===== src/sacr_victim.sv =====
`default_nettype none
module sacr_victim #(
   parameter int NUM_WAYS = 8,
   parameter int KEY_BITS = 34
) (
   input  wire logic [NUM_WAYS-1:0][KEY_BITS-1:0]             keys,
   output logic      [(NUM_WAYS > 1 ? $clog2(NUM_WAYS) : 1)-1:0] way
);

   localparam int WAY_BITS = $clog2(NUM_WAYS);
   localparam int WAY_IW   = (WAY_BITS > 0) ? WAY_BITS : 1;
   localparam int LEAVES   = 1 << WAY_BITS;

   // heap layout: node i has children 2i and 2i+1, leaves start at LEAVES
   logic [KEY_BITS-1:0] nkey [1:2*LEAVES-1];
   logic [WAY_IW-1:0]   nidx [1:2*LEAVES-1];

   for (genvar l = 0; l < LEAVES; l++) begin : g_leaf
      if (l < NUM_WAYS) begin : g_real
         assign nkey[LEAVES+l] = keys[l];
      end else begin : g_pad
         assign nkey[LEAVES+l] = '1;
      end
      assign nidx[LEAVES+l] = WAY_IW'(l);
   end

   // left wins on a tie, so the lowest way wins among equal keys
   for (genvar n = 1; n < LEAVES; n++) begin : g_node
      assign nkey[n] = (nkey[2*n+1] < nkey[2*n]) ? nkey[2*n+1] : nkey[2*n];
      assign nidx[n] = (nkey[2*n+1] < nkey[2*n]) ? nidx[2*n+1] : nidx[2*n];
   end

   assign way = nidx[1];

endmodule
`default_nettype wire


===== config.mk =====
export PLATFORM = sky130hd
export DESIGN_NAME = sacr_victim
export DESIGN_NICKNAME = d
export VERILOG_FILES = /design/src/sacr_victim.sv
export SDC_FILE = /design/constraint.sdc
export NUM_CORES = 1
export LEC_CHECK = 0
export BUFFER_PORTS_ARGS = -buffer_cell sky130_fd_sc_hd__buf_4
export CAP_MARGIN = 40
export CORE_UTILIZATION = 45
export DETAILED_ROUTE_END_ITERATION = 10
export PLACE_DENSITY = 0.8
export SETUP_SLACK_MARGIN = 0.05
export SLEW_MARGIN = 0
export SYNTH_ARGS = -nofsm -noshare
export SYNTH_HDL_FRONTEND = slang
export SYNTH_SLANG_ARGS = --single-unit

===== constraint.sdc =====
create_clock -name vclk -period 12
set_input_delay 0 -clock vclk [all_inputs]
set_output_delay 0 -clock vclk [all_outputs]
set_load 0.03 [all_outputs]

==> impl_metrics.csv <==
group,metric,value,unit
global_routing,grt_pass1_wl,39.00,mm
setup_path,critPathCaptureType,"output pin",
setup_path,cp.required,12000,ps
synth,syn-num-nets,1613,
power,total_power,0.7432,mW
synth,syn_area_per_cell,7.016,um2
drt,drt-total-wl,24.68,mm
synth,yosys.area.top_type_share,0.3711,
global_routing,grt_pass1_vias,8284,
drt,ant_nets,0,
timing,min_period,7730,ps
layout,final_common_cell,"buf_4",
timing,slew_headroom,0.5080,
timing,hold_viol,0,
min_path,hp-class,"input port to output pin",
timing,maxSlewViolCount,0,
setup_path,worst_path_largest_cell_delay,470,ps
timing,rsz0062_at_grt,"false",
setup_path,crit_path_max_fanout,48,
timing,worstMarginPinSlew,728.5,ps
synth,synth_seq_area_share,0,
drt,drtIter0Drc,455,
setup_path,crit_arrival,7730,ps
placed_design,gp_congestion,1.017,
timing,fin_tns_setup,0,ps
die,die_h,133.6,um
layout,utilization,0.6011,
layout,final_cell_mix,"280 x buf_4, 231 x ha_1, 173 x inv_1, 115 x nand2_1, 114 x a21oi_1",
synth,netlist_instances,1110,
placed_design,dp_hpwl,22.45,mm
setup_path,startpoint_type,"input port",
layout,seqCellArea,0,um2
timing,finalCritPeriodShare,0.6441,
die,dieArea,17840,um2
drt,vias_per_cell,5.493,
timing,setup_viol,0,
layout,syn_to_final_growth,29.37,%
global_routing,grt-ovfl-total,0,
job,drv_cap,0,
placed_design,io_buffers,275,
clock_tree,cts_resized,0,
synth,yosysTopAreaCell,"ha_1",
die,initial_utilization,0.4647,
die,die_w,133.6,um
die,coreArea,16760,um2
power,p_leak,5.811,nW
layout,layout.nets,1866,
drt,via_count,8684,
status,status,"completed",
global_routing,antenna_found_initial,0,
power,powerDensity,73.76,nW/um2
timing,clock.fmax,129.4,MHz
placed_design,pre_cts_slack,4391,ps
die,rows,47,
setup_path,cp_common_cell,"buf_4",
setup_path,critPathSlowestCell,"buf_4",
layout,num-clock-buffers,0,
synth,synth_area,7787,um2
layout,drive_gt1_frac,0.2168,
drt,routedWlPerCell,15.61,um
power,peakVddDrop,58.94,uV
global_routing,grt_max_degree,67,
synth,synth_area_leaders,"ha_1 37%, mux2i_1 13%, inv_1 8.3%, a21oi_1 7.3%, nand2_1 5.6%",
global_routing,grt_use_total,0.2676,
clock_tree,cts_post_setup_buffers_inserted,0,
synth,synthDistinctLibCells,56,
timing,setup_slack,4270,ps
clock_tree,hold_buffers,0,
drt,drc,0,
setup_path,startpoint,"keys[99]",
setup_path,crit_type,"input port to output pin",
layout,fillers,1545,
synth,yosys_warnings,0,
setup_path,crit_path_end,"way[1]",
drt,first_pass_iters,5,
layout,antenna_cells,0,
layout,seq_cell_count,0,
die,pin_count,275,
-- logic make-up (layout without fill, tap and decap cells) --
| family | after synthesis | after routing | synth area share |
|---|---|---|---|
| AOI/OAI and AO/OA | 306 | 306 | 0.2330 |
| and+or+nand+nor | 265 | 265 | 0.1594 |
| muxes | 104 | 104 | 0.1338 |
| adders and majority gates | 231 | 231 | 0.3711 |
| buffers and inverters | 204 | 455 | 0.1027 |
-- per-stage QoR --
stage / hold WS, ps / cell area [um2] / cells
5_1_grt: 741.9 / 10070 / 1581
4_1_cts: 706.9 / 10070 / 1581
3_5_place_dp: 705.0 / 10070 / 1581
6_report: 704.3 / 10070 / 1581
2_1_floorplan: 379.8 / 7787 / 1110
3_3_place_gp: 713.8 / 10040 / 1579
-- where the power goes --
part | total [mW] | internal, mW | leakage [nW] | switching (mW)
sequential | 0 | 0 | 0 | 0
clock | 0 | 0 | 0 | 0
combinational | 0.743 | 0.327 | 5.81 | 0.416
-- worst min-delay path by stage --
stage	start	end	slack, ps	cells after the start
6_report	keys[170]	way[2]	700	5
5_1_grt	keys[170]	way[2]	740	5
4_1_cts	keys[170]	way[2]	710	5
3_5_place_dp	keys[170]	way[2]	710	5
3_3_place_gp	keys[170]	way[2]	710	5
2_1_floorplan	keys[0]	way[2]	380	4
-- cells in the mapped netlist, types with 4 or more instances --
master / number
ha_1: 231
inv_1: 173
nand2_1: 116
a21oi_1: 114
mux2i_1: 103
o21ai_0: 73
nor2_1: 49
o21ai_1: 37
nand4_1: 32
clkbuf_1: 19
nand3_1: 19
a211oi_1: 15
nor3_1: 14
a21o_1: 11
buf_2: 9
o21a_1: 9
a221oi_1: 6
and4_1: 6
nor4_1: 6
o211ai_1: 5
a22oi_1: 4
nand2b_1: 4
-- per-layer routing --
| metal | track usage | wire, um |
|---|---|---|
| met3 | 0.02169 | 1313 |
| met2 | 0.4838 | 11910 |
| met1 | 0.3411 | 10840 |
| met5 | 0 | 0 |
| met4 | 0.06187 | 623 |
-- cell type report --
| type | count | area, um2 | area share |
|---|---|---|---|
| inverters | 173 | 649.4 | 0.06446 |
| multi-input cells | 906 | 7013 | 0.6961 |
| well taps | 220 | 275.3 | 0.02732 |
| repair buffers | 282 | 2137 | 0.2121 |
-- worst max-delay path: cells and delay by family --
family / cells / cell delay [ps]
AOI/OAI and AO/OA: 11 / 2420
adders and majority gates: 3 / 980
buffers and inverters: 6 / 1330
muxes: 2 / 630
and+or+nand+nor: 8 / 2360
(Power assumes the default switching activity.)
