===== src/sacr_ram.sv =====
`default_nettype none
module sacr_ram #(
   parameter int WIDTH = 8,
   parameter int DEPTH = 64
) (
   input  wire logic                                   clock,
   input  wire logic                                   wr_en,
   input  wire logic [(DEPTH > 1 ? $clog2(DEPTH) : 1)-1:0] wr_addr,
   input  wire logic [WIDTH-1:0]                       wr_data,
   input  wire logic                                   rd_en,
   input  wire logic [(DEPTH > 1 ? $clog2(DEPTH) : 1)-1:0] rd_addr,
   output logic      [WIDTH-1:0]                       rd_data
);

   logic [WIDTH-1:0] mem [DEPTH];

   always_ff @(posedge clock) begin
      if (wr_en) begin
         mem[wr_addr] <= wr_data;
      end
      if (rd_en) begin
         rd_data <= mem[rd_addr];
      end
   end

endmodule
`default_nettype wire


===== config.mk =====
export PLATFORM = sky130hd
export DESIGN_NAME = sacr_ram
export DESIGN_NICKNAME = d
export VERILOG_FILES = /design/src/sacr_ram.sv
export SDC_FILE = /design/constraint.sdc
export NUM_CORES = 1
export LEC_CHECK = 0
export BUFFER_PORTS_ARGS = -buffer_cell sky130_fd_sc_hd__buf_4
export CAP_MARGIN = 10
export CORE_MARGIN = 5
export CORE_UTILIZATION = 45
export CTS_CLUSTER_DIAMETER = 40
export DETAILED_ROUTE_END_ITERATION = 16
export HOLD_SLACK_MARGIN = 0.06
export PLACE_DENSITY = 0.58
export RECOVER_POWER = 50
export SLEW_MARGIN = 20
export SYNTH_ARGS = -nofsm -noshare
export SYNTH_HDL_FRONTEND = slang
export SYNTH_SLANG_ARGS = --single-unit

===== constraint.sdc =====
create_clock -name clock -period 5.4 [get_ports clock]
set_input_delay 1.35 -clock clock [delete_from_list [all_inputs] [get_ports clock]]
set_output_delay 1.35 -clock clock [all_outputs]
set_load 0.005 [all_outputs]

==> results of run 1 <==
[kinds of logic after synthesis]
kind of cell	count (synthesis)	synth area share [%]
AO/OA/AOI/OAI	54	2.064
buffers and inverters	51	1.563
flip-flops	520	77.12
multiplexers	162	15.88
AND/OR/NAND/NOR	153	3.374
[worst register-to-register path: cells and delay by family, from the launching register on]
kind            cells  cell delay [ps]
compound gates      2              920
mux                 2              800
flops               1              350
[synthesized netlist by cell type (4+ instances only)]
| master | instances | area (sq um) |
|---|---|---|
| nor3_1 | 7 | 35.03 |
| a211oi_1 | 4 | 30.03 |
| edfxtp_1 | 520 | 15610 |
| nand3_1 | 13 | 65.06 |
| o221ai_1 | 8 | 70.07 |
| buf_6 | 4 | 45.04 |
| mux2_2 | 13 | 146.4 |
| mux4_2 | 126 | 2838 |
| nand2_1 | 19 | 71.32 |
| nor2_1 | 83 | 311.6 |
| buf_1 | 4 | 15.01 |
| mux2i_1 | 23 | 230.2 |
| buf_4 | 13 | 97.59 |
| a221oi_1 | 6 | 52.55 |
| nand2b_1 | 7 | 43.79 |
| buf_2 | 11 | 55.05 |
| o22ai_1 | 8 | 50.05 |
| nor2b_1 | 14 | 87.58 |
| clkbuf_1 | 17 | 63.81 |
[routing by layer]
layer | part of all wire (%) | track usage, % | wire length (microns) | vias up
met5 | 0 | 0 | 0 | -
met4 | 2.8 | 6.741 | 1253 | 0
met3 | 7.3 | 4.250 | 3338 | 68
met2 | 46 | 27.65 | 20930 | 336
met1 | 44 | 27.39 | 19950 | 5049
li1 | - | - | - | 4080
[flip-flops by register name, indices dropped and copies added (netlist names)]
signal and flops:
mem 512, rd_data 8
[power by group through the flow]
| stage | clock [W] | combinational (W) | sequential, W |
|---|---|---|---|
| 3_5_place_dp | 0 | 0.000412 | 0.00458 |
| 3_3_place_gp | 0 | 0.000408 | 0.00457 |
| 2_1_floorplan | 0 | 0.000238 | 0.00457 |
| 4_1_cts | 0.00431 | 0.000413 | 0.00449 |
| 5_1_grt | 0.00451 | 0.000432 | 0.00450 |
| 6_report | 0.00424 | 0.000401 | 0.00450 |
[stage by stage]
step	worst slack [ps]	hold slack (ps)	utilization [%]
finish	1845	937.9	52.20
CTS	1853	944.7	52.28
floorplan	2244	797.1	-
global placement	1256	927.0	47.45
global route	1631	996.0	52.19
detailed placement	1240	928.2	47.45
[layout make-up]
| type | instances | area (sq um) |
|---|---|---|
| diodes | 1 | 2.502 |
| clock buffers | 77 | 1799 |
| clock inverters | 41 | 339.1 |
| fillers | 3528 | 21180 |
| multi-input cells | 369 | 4315 |
| flip-flops and latches | 520 | 15620 |
| well taps | 592 | 740.7 |
| repair buffers | 42 | 321.6 |
[path summary, 6_finish.rpt]
check	from	to
hold / removal	mem[34][0]	rd_data[0]
hold reg to reg	mem[34][0]	rd_data[0]
setup reg to reg	mem[47][1]	rd_data[1]
setup / recovery	wr_data[6]	mem[38][6]
==> flow_summary.ini, run 1 <==
[timing]
finalCritPeriodShare_pct = 65.84
max-slew-margin-rel_pct = -99.42
final-setup-viol-count = 0
slew_viol_final = 521
setup_tns_ps = 0
grt_setup_unrepaired = false
finalHoldViolations = 0
max_freq_ghz = 0.2813
layout_min_cycle_time_ps = 3555
tightest_slew_ps = 2991
clock_skew_ps = 21.94

[pwr]
internal-power_w = 0.007162
power.density_nw_per_um2 = 395.0
power_frac_seq_pct = 49.3
vdd_drop_max_uv = 250.6
p_sw_w = 0.001975
combPwrFrac_pct = 4.4
p_leak_nw = 7.192
finalPower_w = 0.009137
power.share.clock_pct = 46.4
switching_share_pct = 21.62

[worst_hold_path]
min_path_type = reg -> reg
hold_depth = 4

[drt]
viasPerCell = 5.806
first_pass_iters = 5
avgRoutedWirePerCell_microns = 27.69
drc = 0
dr_total_vias = 9533
routed_wl_microns = 45470
antenna_left = 0
drtIter0Drc = 1033

[place]
placed_area_sq_um = 21030
dp_hpwl_microns = 27200
portBuffers = 30
gp_congestion = 0.7349
placed_cells = 1523

[yosys]
syn_nets = 963
synth_edf_count = 520
yosys_warnings = 0
synth_seq_area_share_pct = 77.12
synthFlopType = edfxtp_1
avgSynthCellArea_sq_um = 21.54
synthArstFlopShare_pct = 0
synthCells = 940
synth_cell_types = 39
ys_ff_latch = 520
syn-cell-area_sq_um = 20250

[critical_path]
regToRegSetupSlack_ps = 3060
crit_path_end_kind = flip-flop
critical_path_peak_fanout = 64
path_delay_family = buffers and inverters
worstSetupPathType = in -> reg
worstPathArrival_ps = 3500
cp_slowest_stage_delay_ps = 2060
path_buf_inv = 1
cp_slowest_cell = clkbuf_1
reg2reg_depth = 4
required_ps = 5340
crit_path_start_kind = input port
cp_num_cells = 1
crit_chain = clkbuf_1

[clock_tree]
clock_latency_ps = 590
htreeDepth = 3
ctsResizeCount = 0
cts.sinks = 520
ctsHoldBuffers = 0
cts_made_buffers = 68
cts_post_setup_buffers_inserted = 0
path_clk_slew_ps = 50
cts_tree = yes
clockRootBuffer = clkbuf_16
clock_path_buffers = 3

[global_routing]
grt_max_degree = 65
grt.overflow.total = 0
grt_use_total_pct = 18.63
grt_pass1_vias = 9925
grt_pass1_wl_microns = 67590
grt_antenna_before_repair = 0

[run]
max_cap_violations = 8

[floorplan]
ios = 31
fp-row-count = 77
die_height_microns = 222.1
core_area_sq_um = 44320
die_area_sq_um = 49340
die-width_microns = 222.1
start_util_pct = 45.69

[final_layout]
final_nets = 1024
drive_gt1_share_pct = 26.69
final_common_cell = edfxtp_1
final_cells = 1642
area_growth_pct = 14.26
layout_common_cells = edfxtp_1, mux4_2, nor2_1
design_area_sq_um = 23130

[run_status]
failed_checks = capacitance limit, slew limit
status = finished, violations left
Note: power is estimated with default switching activity, not from simulation.
==> run 2: changes to the inputs <==
--- a/config.mk
+++ b/config.mk
@@ -5,6 +5,7 @@
 export SDC_FILE = /design/constraint.sdc
 export NUM_CORES = 1
 export LEC_CHECK = 0
+export ABC_AREA = 1
 export BUFFER_PORTS_ARGS = -buffer_cell sky130_fd_sc_hd__buf_4
 export CAP_MARGIN = 10
 export CORE_MARGIN = 5
==> constraint.sdc (replaced) <==
create_clock -name clock -period 3.3 [get_ports clock]
set_input_delay 0.825 -clock clock [delete_from_list [all_inputs] [get_ports clock]]
set_output_delay 0.825 -clock clock [all_outputs]
set_load 0.005 [all_outputs]
==> run 2 against run 1 <==
The flow still finishes with violations (capacitance limit, slew limit). Global-route usage grew 2.3 points. Critical endpoint is now rd_data[3]. Clock power rose by 77%. Highest routed layer unchanged. Largest power group is now the clock network. Register-to-register slack got worse by 1300 ps.
==> flow_summary.ini, run 2 <==
[drt]
drc = 0
drtIter0Drc = 1429
avgRoutedWirePerCell_microns = 21.67
first_pass_iters = 5
routed_wl_microns = 55360
dr_total_vias = 13820
viasPerCell = 5.410
antenna_left = 0

[clock_tree]
cts_made_buffers = 74
clock_latency_ps = 600
path_clk_slew_ps = 50
cts_post_setup_buffers_inserted = 0
cts_tree = yes
clock_path_buffers = 3
ctsHoldBuffers = 0
ctsResizeCount = 0
clockRootBuffer = clkbuf_16
cts.sinks = 520
htreeDepth = 3

[final_layout]
fin_util_pct = 52.12
largest_reg_flops = 512
fillers = 4158
final_common_cell = nand2_1
largestRegisters = mem: 512 flops, rd_data: 8 flops
largest-register = mem
area_growth_pct = 15.45
seq_area_sq_um = 15620
layout_common_cells = nand2_1, edfxtp_1, nand3_1
drive_gt1_share_pct = 11.86
num_antenna_cells = 0
final_nets = 1905
multi_input_area_sq_um = 4946

[yosys]
synth.area.top_cells = edfxtp_1, nand2_1, nand3_1
ys_ff_latch = 520
netlist_top_cells_count = nand2_1, edfxtp_1, nand3_1
syn-cell-area_sq_um = 21420
avgSynthCellArea_sq_um = 11.87
yosys_warnings = 0
synthArstFlopShare_pct = 0
synth_edf_count = 520
synth_seq_area_share_pct = 72.90
synth_top_area_cell = edfxtp_1
synth_cell_types = 15
syn_nets = 1828
synth_top_area_share_pct = 72.90
synthFlopType = edfxtp_1
synth.most_common_cell = nand2_1
synthCells = 1805

[pwr]
vdd_drop_max_uv = 476.1
p_leak_nw = 8.984
finalPower_w = 0.01574
power.density_nw_per_um2 = 636.4

[timing]
finalCritPeriodShare_pct = 68.74
clock_skew_ps = 23.41
final-setup-viol-count = 0
grt_setup_unrepaired = false
max-slew-margin-rel_pct = -8.924
finalHoldViolations = 0
layout_min_cycle_time_ps = 2269
setup_tns_ps = 0
max_freq_ghz = 0.4408
slew_viol_final = 455
tightest_slew_ps = 1634

[global_routing]
grt_use_total_pct = 20.97
grt_pass1_vias = 13570
grt_max_degree = 101
grt_pass1_wl_microns = 84350
grt.overflow.total = 0
grt_antenna_before_repair = 0

[place]
gp_congestion = 0.8435
dp_hpwl_microns = 31650
portBuffers = 30

[floorplan]
ios = 31
die-width_microns = 228.2
fp-row-count = 80
die_height_microns = 228.2
core_area_sq_um = 47450
start_util_pct = 45.15
die_area_sq_um = 52060

[run_status]
status = finished, violations left
failed_checks = capacitance limit, slew limit

[critical_path]
critical_path_peak_fanout = 65
worstPathArrival_ps = 2740
crit_path_start_kind = input port
worstSetupPathType = in -> reg
required_ps = 3770
crit_path_end_kind = flip-flop

[run]
max_cap_violations = 7

[worst_hold_path]
min_path_type = in -> reg
## run 2: changes by cell type after synthesis, moves of 10 or more
cell	delta
buf_2	+26
buf_6	+31
nor2b_1	-14
mux2_2	-13
mux2i_1	-23
nand3_1	+426
nor2_1	-27
nand2_1	+629
inv_1	+10
mux4_2	-126
## run 2: path summary, 6_finish.rpt
check	start	to	slack [ps]	cells past startpoint
setup / recovery	rd_addr[0]	rd_data[3]	1030	11
hold / removal	rd_addr[5]	rd_data[6]	710	3
setup reg to reg	mem[63][7]	rd_data[7]	1740	8
hold reg to reg	mem[24][1]	rd_data[1]	910	8
## run 2: final cells by class
cell class | instances | area share [%]
multi-input combinational | 1160 | 20.00
inverter | 12 | 0.2226
timing repair buffer | 114 | 3.886
tap | 615 | 3.112
clock inverter | 53 | 1.953
clock buffer | 81 | 7.681
sequential | 520 | 63.15
## run 2: per-layer routing
layer  GRT usage, %  part of all wire (%)
met1          29.43                    44
met5              0                     0
met2          32.97                    47
met3          4.924                   6.8
met4          6.277                   2.7
## run 2: worst max-delay path, stage by stage
cell and delay, ps:
clkbuf_8 210, inv_8 310, buf_12 320, nand2_1 80
nand3_1 80, nand3_1 110, nand2_1 160, nand2_1 70
nand3_1 140, nand3_1 190, nand2_1 110
## run 2: metrics by stage
| step | std cells | hold slack [ps] | setup WS, ps | area (sq um) |
|---|---|---|---|---|
| floorplan | 1805 | 797.2 | 708.9 | 21420 |
| finish | 2555 | 709.4 | 1031 | 24730 |
| CTS | 2555 | 499.4 | 1075 | 24770 |
| global route | 2555 | 691.1 | 862.2 | 24730 |
| global placement | 2421 | 898.0 | 471.1 | 22390 |
| detailed placement | 2421 | 897.4 | 460.7 | 22390 |
## run 2: kinds of logic (layout without fill, tap and decap cells)
| kind of cell | count (synthesis) | in the layout | share of synthesized area [%] |
|---|---|---|---|
| buf+inv | 125 | 260 | 4.007 |
| flops | 520 | 520 | 72.90 |
| simple gates | 1160 | 1160 | 23.09 |
## run 2: where the power goes
part	switching [W]	total [W]	internal, W
sequential	0.0000243	0.00737	0.00734
combinational	0.000633	0.000854	0.000221
clock	0.00298	0.00752	0.00454
